<file path="src/hw/rtl/pip_pkg.sv">
// Shared types and constants for the point-in-polygon test core.
`default_nettype none

package pip_pkg;

  // Input opcodes
  localparam logic OP_LOAD = 1'b0;
  localparam logic OP_TEST = 1'b1;

  localparam int unsigned CoordW = 16;
  localparam int unsigned CountW = 5;
  localparam int unsigned IndexW = 4;

  typedef logic signed [CoordW-1:0] coord_t;

  // One stored polygon vertex
  typedef struct packed {
    coord_t x;
    coord_t y;
  } vertex_t;

  // Status of the edge pipeline as seen by the sequencer
  typedef struct packed {
    logic busy;
    logic tog_valid;
    logic tog;
  } edge_stat_t;

endpackage

`default_nettype wire

</file>
<file path="src/hw/rtl/pip_edge_unit.sv">
// Three-stage edge crossing pipeline: differences, products, compare.
`default_nettype none

module pip_edge_unit (
  input  logic              clk_i,
  input  logic              rst_ni,
  input  logic              edge_valid_i,
  input  pip_pkg::vertex_t  vi_i,
  input  pip_pkg::vertex_t  vj_i,
  input  pip_pkg::coord_t   px_i,
  input  pip_pkg::coord_t   py_i,
  output pip_pkg::edge_stat_t stat_o
);
  import pip_pkg::*;

  // The crossing test px <= trunc(num/den) + xi is done without a divider.
  // With den made positive (num negated to match) and d = px - xi:
  //   num >= 0: floor(num/den) >= d  <=>  num >= d*den
  //   num <  0: ceil(num/den)  >= d  <=>  num >  d*den - den

  // Stage A: differences
  logic               a_valid_q;
  logic               a_cross_q;
  logic signed [16:0] a_dx_q;
  logic signed [17:0] a_dy_q;
  logic signed [16:0] a_den_q;
  logic signed [16:0] a_dpx_q;

  logic signed [16:0] dx_d, dyp_d, den_d, dpx_d;
  logic signed [17:0] dy_d;
  logic signed [16:0] dena_d;
  logic               cross_d;

  always_comb begin
    dx_d    = $signed({vj_i.x[15], vj_i.x}) - $signed({vi_i.x[15], vi_i.x});
    dyp_d   = $signed({py_i[15], py_i}) - $signed({vi_i.y[15], vi_i.y});
    den_d   = $signed({vj_i.y[15], vj_i.y}) - $signed({vi_i.y[15], vi_i.y});
    dpx_d   = $signed({px_i[15], px_i}) - $signed({vi_i.x[15], vi_i.x});
    cross_d = (vi_i.y >= py_i) != (vj_i.y >= py_i);
    // Make the divisor positive
    if (den_d[16]) begin
      dy_d   = -$signed({dyp_d[16], dyp_d});
      dena_d = -den_d;
    end else begin
      dy_d   = $signed({dyp_d[16], dyp_d});
      dena_d = den_d;
    end
  end

  // Stage B: products
  logic               b_valid_q;
  logic               b_cross_q;
  logic signed [34:0] b_num_q;
  logic signed [33:0] b_prod_q;
  logic signed [16:0] b_den_q;

  // Stage C: compare result
  logic               c_valid_q;
  logic               c_tog_q;

  logic signed [35:0] num_w, prod_w, prod_lo_w;
  logic               hit_w;

  always_comb begin
    num_w     = 36'(b_num_q);
    prod_w    = 36'(b_prod_q);
    prod_lo_w = prod_w - 36'(b_den_q);
    hit_w     = b_num_q[34] ? (num_w > prod_lo_w) : (num_w >= prod_w);
  end

  // Advance valid flags
  always_ff @(posedge clk_i or negedge rst_ni) begin
    if (!rst_ni) begin
      a_valid_q <= 1'b0;
      b_valid_q <= 1'b0;
      c_valid_q <= 1'b0;
    end else begin
      a_valid_q <= edge_valid_i;
      b_valid_q <= a_valid_q;
      c_valid_q <= b_valid_q;
    end
  end

  // Advance data
  always_ff @(posedge clk_i) begin
    if (edge_valid_i) begin
      a_cross_q <= cross_d;
      a_dx_q    <= dx_d;
      a_dy_q    <= dy_d;
      a_den_q   <= dena_d;
      a_dpx_q   <= dpx_d;
    end
    if (a_valid_q) begin
      b_cross_q <= a_cross_q;
      b_num_q   <= 35'(a_dx_q * a_dy_q);
      b_prod_q  <= 34'(a_dpx_q * a_den_q);
      b_den_q   <= a_den_q;
    end
    if (b_valid_q) begin
      c_tog_q <= b_cross_q & hit_w;
    end
  end

  assign stat_o.busy      = a_valid_q | b_valid_q | c_valid_q;
  assign stat_o.tog_valid = c_valid_q;
  assign stat_o.tog       = c_tog_q;

endmodule

`default_nettype wire

</file>
<file path="src/hw/rtl/point_in_polygon_test_core.sv">
// Top level of the ray-casting point-in-polygon test core.
//
//   channel | signals                                        | direction
//   --------+------------------------------------------------+----------
//   in      | in_valid_i/in_ready_o, opcode_i, vertex_index_i, | sink
//           | item_x_i, item_y_i                             |
//   out     | out_valid_o/out_ready_i, inside_res_o          | source
//   cfg     | cfg_we_i, cfg_wdata_i (vertex_count)            | write only
//
// A load transfer writes the vertex memory at once. A test transfer makes n + 1 memory
// reads, n being vertex_count saturated to MAX_VERTICES, then drains the three-stage
// edge pipeline and finishes. With n zero the test goes straight to the finish step.
// One item is in work at a time; the result register lets a new item in while the
// last answer waits, and a full result register holds the finish step. Reset clears
// vertex_count and control; the vertex memory is not cleared.
`default_nettype none

module point_in_polygon_test_core #(
  parameter int unsigned MAX_VERTICES = 16
) (
  input  logic                        clk_i,
  input  logic                        rst_ni,
  input  logic                        in_valid_i,
  output logic                        in_ready_o,
  input  logic                        opcode_i,
  input  logic [pip_pkg::IndexW-1:0]  vertex_index_i,
  input  pip_pkg::coord_t             item_x_i,
  input  pip_pkg::coord_t             item_y_i,
  output logic                        out_valid_o,
  input  logic                        out_ready_i,
  output logic                        inside_res_o,
  input  logic                        cfg_we_i,
  input  logic [pip_pkg::CountW-1:0]  cfg_wdata_i
);
  import pip_pkg::*;

  localparam int unsigned AddrW = $clog2(MAX_VERTICES);
  localparam int unsigned CntW  = $clog2(MAX_VERTICES + 1);

  typedef enum logic [1:0] {
    ST_IDLE,
    ST_WALK,
    ST_DRAIN,
    ST_FINISH
  } state_e;

  state_e            state_q;
  logic [CountW-1:0] vertex_count_q;
  logic [CntW-1:0]   n_q;
  logic [CntW-1:0]   k_q;
  logic              parity_q;
  logic              out_valid_q;
  logic              inside_q;
  logic              s0_valid_q;
  logic              s0_edge_q;
  coord_t            px_q, py_q;
  vertex_t           rd_data_q;
  vertex_t           prev_q;
  vertex_t           mem [MAX_VERTICES];

  logic              in_xfer;
  logic              wr_en;
  logic [AddrW-1:0]  wr_addr;
  logic              query_start;
  logic [CntW-1:0]   n_sat;
  logic [CntW-1:0]   n_m1, k_m1;
  logic              rd_en;
  logic [AddrW-1:0]  rd_addr;
  edge_stat_t        edge_stat;

  // Accept and decode input transfers
  assign in_ready_o  = (state_q == ST_IDLE);
  assign in_xfer     = in_valid_i & in_ready_o;
  assign wr_en       = in_xfer && (opcode_i == OP_LOAD) &&
                       (int'(vertex_index_i) < MAX_VERTICES);
  assign wr_addr     = AddrW'(vertex_index_i);
  assign query_start = in_xfer && (opcode_i == OP_TEST);

  // Saturate the vertex count to the memory depth
  assign n_sat = (int'(vertex_count_q) > MAX_VERTICES) ?
                 CntW'(MAX_VERTICES) : CntW'(vertex_count_q);

  // Read the closing vertex first, then vertices 0 .. n-1
  assign n_m1    = n_q - 1'b1;
  assign k_m1    = k_q - 1'b1;
  assign rd_en   = (state_q == ST_WALK);
  assign rd_addr = (k_q == '0) ? n_m1[AddrW-1:0] : k_m1[AddrW-1:0];

  // Vertex memory
  always_ff @(posedge clk_i) begin
    if (wr_en) begin
      mem[wr_addr] <= '{x: item_x_i, y: item_y_i};
    end
    if (rd_en) begin
      rd_data_q <= mem[rd_addr];
    end
  end

  // Hold the query point and the previous vertex
  always_ff @(posedge clk_i) begin
    if (query_start) begin
      px_q <= item_x_i;
      py_q <= item_y_i;
    end
    if (s0_valid_q) begin
      prev_q <= rd_data_q;
    end
  end

  // Configuration register
  always_ff @(posedge clk_i or negedge rst_ni) begin
    if (!rst_ni) begin
      vertex_count_q <= '0;
    end else if (cfg_we_i) begin
      vertex_count_q <= cfg_wdata_i;
    end
  end

  pip_edge_unit u_edge (
    .clk_i        (clk_i),
    .rst_ni       (rst_ni),
    .edge_valid_i (s0_edge_q),
    .vi_i         (rd_data_q),
    .vj_i         (prev_q),
    .px_i         (px_q),
    .py_i         (py_q),
    .stat_o       (edge_stat)
  );

  // Sequencer, parity and result register
  always_ff @(posedge clk_i or negedge rst_ni) begin
    if (!rst_ni) begin
      state_q     <= ST_IDLE;
      n_q         <= '0;
      k_q         <= '0;
      parity_q    <= 1'b0;
      s0_valid_q  <= 1'b0;
      s0_edge_q   <= 1'b0;
      out_valid_q <= 1'b0;
      inside_q    <= 1'b0;
    end else begin
      s0_valid_q <= rd_en;
      s0_edge_q  <= rd_en && (k_q != '0);

      if (edge_stat.tog_valid && edge_stat.tog) begin
        parity_q <= ~parity_q;
      end

      // Drop the result once the output transfer completes
      if (out_valid_q && out_ready_i && (state_q != ST_FINISH)) begin
        out_valid_q <= 1'b0;
      end

      case (state_q)
        ST_IDLE: begin
          if (query_start) begin
            n_q      <= n_sat;
            k_q      <= '0;
            parity_q <= 1'b0;
            state_q  <= (n_sat == '0) ? ST_FINISH : ST_WALK;
          end
        end
        ST_WALK: begin
          k_q <= k_q + 1'b1;
          if (k_q == n_q) begin
            state_q <= ST_DRAIN;
          end
        end
        ST_DRAIN: begin
          if (!s0_valid_q && !edge_stat.busy) begin
            state_q <= ST_FINISH;
          end
        end
        ST_FINISH: begin
          if (!out_valid_q || out_ready_i) begin
            out_valid_q <= 1'b1;
            inside_q    <= parity_q;
            state_q     <= ST_IDLE;
          end
        end
        default: begin
          state_q <= ST_IDLE;
        end
      endcase
    end
  end

  assign out_valid_o  = out_valid_q;
  assign inside_res_o = inside_q;

endmodule

`default_nettype wire
</file>
<file path="config.mk">
export PLATFORM = sky130hd
export DESIGN_NAME = point_in_polygon_test_core
export DESIGN_NICKNAME = d
export VERILOG_FILES = /design/src/hw/rtl/pip_pkg.sv /design/src/hw/rtl/pip_edge_unit.sv /design/src/hw/rtl/point_in_polygon_test_core.sv
export SDC_FILE = /design/constraint.sdc
export NUM_CORES = 2
export LEC_CHECK = 0
export BUFFER_PORTS_ARGS = -buffer_cell sky130_fd_sc_hd__buf_4
export CAP_MARGIN = 40
export CORE_MARGIN = 2
export CORE_UTILIZATION = 30
export CTS_CLUSTER_DIAMETER = 120
export DETAILED_ROUTE_END_ITERATION = 12
export GPL_ROUTABILITY_DRIVEN = 0
export SLEW_MARGIN = 30
export SYNTH_ARGS = -nofsm -noshare
export SYNTH_HDL_FRONTEND = slang
export SYNTH_SLANG_ARGS = --single-unit
</file>
<file path="constraint.sdc">
create_clock -name clk_i -period 15.6 [get_ports clk_i]
set_input_delay 3.9 -clock clk_i [delete_from_list [all_inputs] [get_ports clk_i]]
set_output_delay 3.9 -clock clk_i [all_outputs]
set_load 0.01 [all_outputs]
</file>
==> impl_metrics.toml <==
[global_route]
grt-ovfl-total = 0
grt_usage_pct = 14.2
grt_pass1_wl_mm = 219
antenna_found_initial = 2
grt_max_degree = 90
grt_pass1_vias = 37000

[clock_tree]
path_clk_slew_ns = 0.06
cts_root_buf = "clkbuf_16"
clock_latency_ns = 0.68
post-cts-setup-buffers = 0
numClockSinks = 791
cts_buffers = 84
cts_max_path_buffers = 3
htreeDepth = 3
cts_resized = 0
ctsHoldBuffers = 0
tritoncts = "built"

[timing]
finalSetupViolCount = 0
setup_ws_ns = 8.43
slew_headroom_pct = 41.2
max_slew.worst_pin.slew_ns = 0.859
hold_slack_ns = 0.420
min_period_over_period_pct = 46.0
final_hold_viol_count = 0
max_freq_ghz = 0.139
rsz0062_at_grt = "no"
finalMaxSlewViolations = 0
skew_ns = 0.0655
min_period_ns = 7.17
tns_ns = 0

[hold_path]
hold_path.class = "reg2reg"
min_path_cells = 0
whs_endpoint = "u_edge.b_cross_q"
hp-start = "u_edge.a_cross_q"

[floorplan]
start_util_pct = 30.2
pin_count = 50
dieArea_sq_um = 198000
die_h_um = 445
fp-row-count = 161
die_w_um = 445
core_area_sq_um = 193000

[setup_path]
worstSetupPathType = "reg2reg"
critPathMaxFanout = 18
arrival_ns = 7.62
end_kind = "flop"
cp-startpoint = "u_edge.a_den_q[2]"
startpoint_type = "flop"
rrSetupSlack_ns = 8.43
r2r-end = "u_edge.b_prod_q[33]"
reg2reg_from = "u_edge.a_den_q[2]"
required_ns = 16.05
r2r.worst_path.cells = 18

[synthesis]
syn_area_per_cell_sq_um = 12.3
synth_enable_flop_cells = 766
synthFlopType = "edfxtp_1"
yosysWarnings = 0
synth_area_leaders = "edfxtp_1, fa_1, ha_1, inv_1, mux4_2"
synthCells = 4719
synthArstFlopShare_pct = 3.16
syn-num-nets = 5744
ys_seq_elements = 791
yosys.area.top_type = "edfxtp_1"
synth_cell_types = 82
synth_most_common_cell = "inv_1"
synth_top_area_share_pct = 39.5
netlist_area_sq_um = 58300
seq_area_frac_synth_pct = 40.6
synthTopCellsByCount = "inv_1, edfxtp_1, fa_1"

[placed_design]
preCtsSetupSlack_ns = 8.45
place_inst = 7200
place_hpwl_mm = 102
io_buffers = 49

[outcome]
status = "complete, no violations"

[cells_and_area]
final_cells = 7352
drive_gt1_share_pct = 8.23
nets = 5788
areaGrowthSynthToFinish_pct = 11.0
diodes = 0

[route]
ant_nets = 0
routedWlPerCell_um = 19.0
routed_via_density = 4.78
finalWirelength_mm = 140
dr_total_vias = 35200
first_pass_iters = 6
drcViolationCount = 0
drt_iter0_markers = 2465

[run]
max_cap_violations = 0
## flip-flops by register name, indices dropped and copies added (netlist names), 2 cells and up
name             flops
px_q                16
mem                512
u_edge.b_num_q      35
u_edge.b_prod_q     34
u_edge.a_den_q      17
prev_q              32
u_edge.a_dpx_q      17
py_q                16
state_q              2
u_edge.a_dx_q       17
k_q                  5
vertex_count_q       5
u_edge.b_den_q      17
u_edge.a_dy_q       18
n_q                  5
rd_data_q           32
## cells in the final DEF (no fill, tap or decap), types with 58 or more instances in the layout
cell type / count
inv_1: 822
edfxtp_1: 766
fa_1: 612
ha_1: 364
nand2_1: 352
and2_1: 305
a21oi_1: 153
mux4_2: 128
nor2_1: 124
xnor2_1: 118
clkbuf_16: 84
a21o_1: 83
buf_4: 80
nor2b_1: 71
o21ai_0: 58
## worst max path at each step
stage                          endpoint  slack, ns  depth (start not counted)
floorplan                     mem[0][0]       8.66                          4
global placement     u_edge.b_num_q[32]       8.71                         22
detailed placement  u_edge.b_prod_q[33]       8.45                         18
CTS                 u_edge.b_prod_q[33]       8.40                         18
global route        u_edge.b_prod_q[33]       8.08                         18
finish              u_edge.b_prod_q[33]       8.43                         18
## area by class of cell
| type | instances | area [sq um] |
|---|---|---|
| fill | 18800 | 128000 |
| multi-input combinational | 2969 | 31100 |
| sequential | 791 | 23600 |
| tap | 2526 | 3160 |
| inverter | 822 | 3090 |
| clock buffer | 94 | 2140 |
| timing repair buffer | 95 | 852 |
| clock inverter | 55 | 656 |
## through the flow
stage / util (%) / area (sq um)
finish: 33.5 / 64700
global placement: 32.0 / 61600
detailed placement: 32.1 / 61800
CTS: 33.5 / 64600
global route: 33.5 / 64700
floorplan: - / 58300
## layer usage
metal	part of all wire [%]	up-vias	global-route usage (%)	wire length [um]
met5	0.016	-	0	23
met1	45	18200	19.5	63200
li1	-	16000	-	-
met4	2.1	4	3.18	2990
met2	48	802	23.9	67000
met3	4.7	165	2.01	6580
## cells by family after synthesis
family	share of synthesized area, %
and+or+nand+nor	9.55
adders and majority gates	28.9
buffers and inverters	6.28
DFF	40.6
AOI/OAI and AO/OA	6.30
xor gates and xnor gates	2.69
muxes	5.72
## critical path: stages, from the launching register on
cell	delay [ns]
edfxtp_1	0.84
nand2_1	0.21
inv_1	0.17
fa_1	0.53
fa_1	0.90
fa_1	0.53
fa_1	0.52
fa_1	0.50
inv_1	0.05
fa_1	0.47
inv_1	0.05
ha_1	0.22
a21o_1	0.23
nor3_1	0.55
o211ai_1	0.20
o21ai_1	0.25
o21ai_1	0.16
mux2i_1	0.14
a2111oi_0	0.39
Power is left out: the tool's default activity adds up to more than one toggle a clock period on the data nets, which glitch-free logic cannot reach.
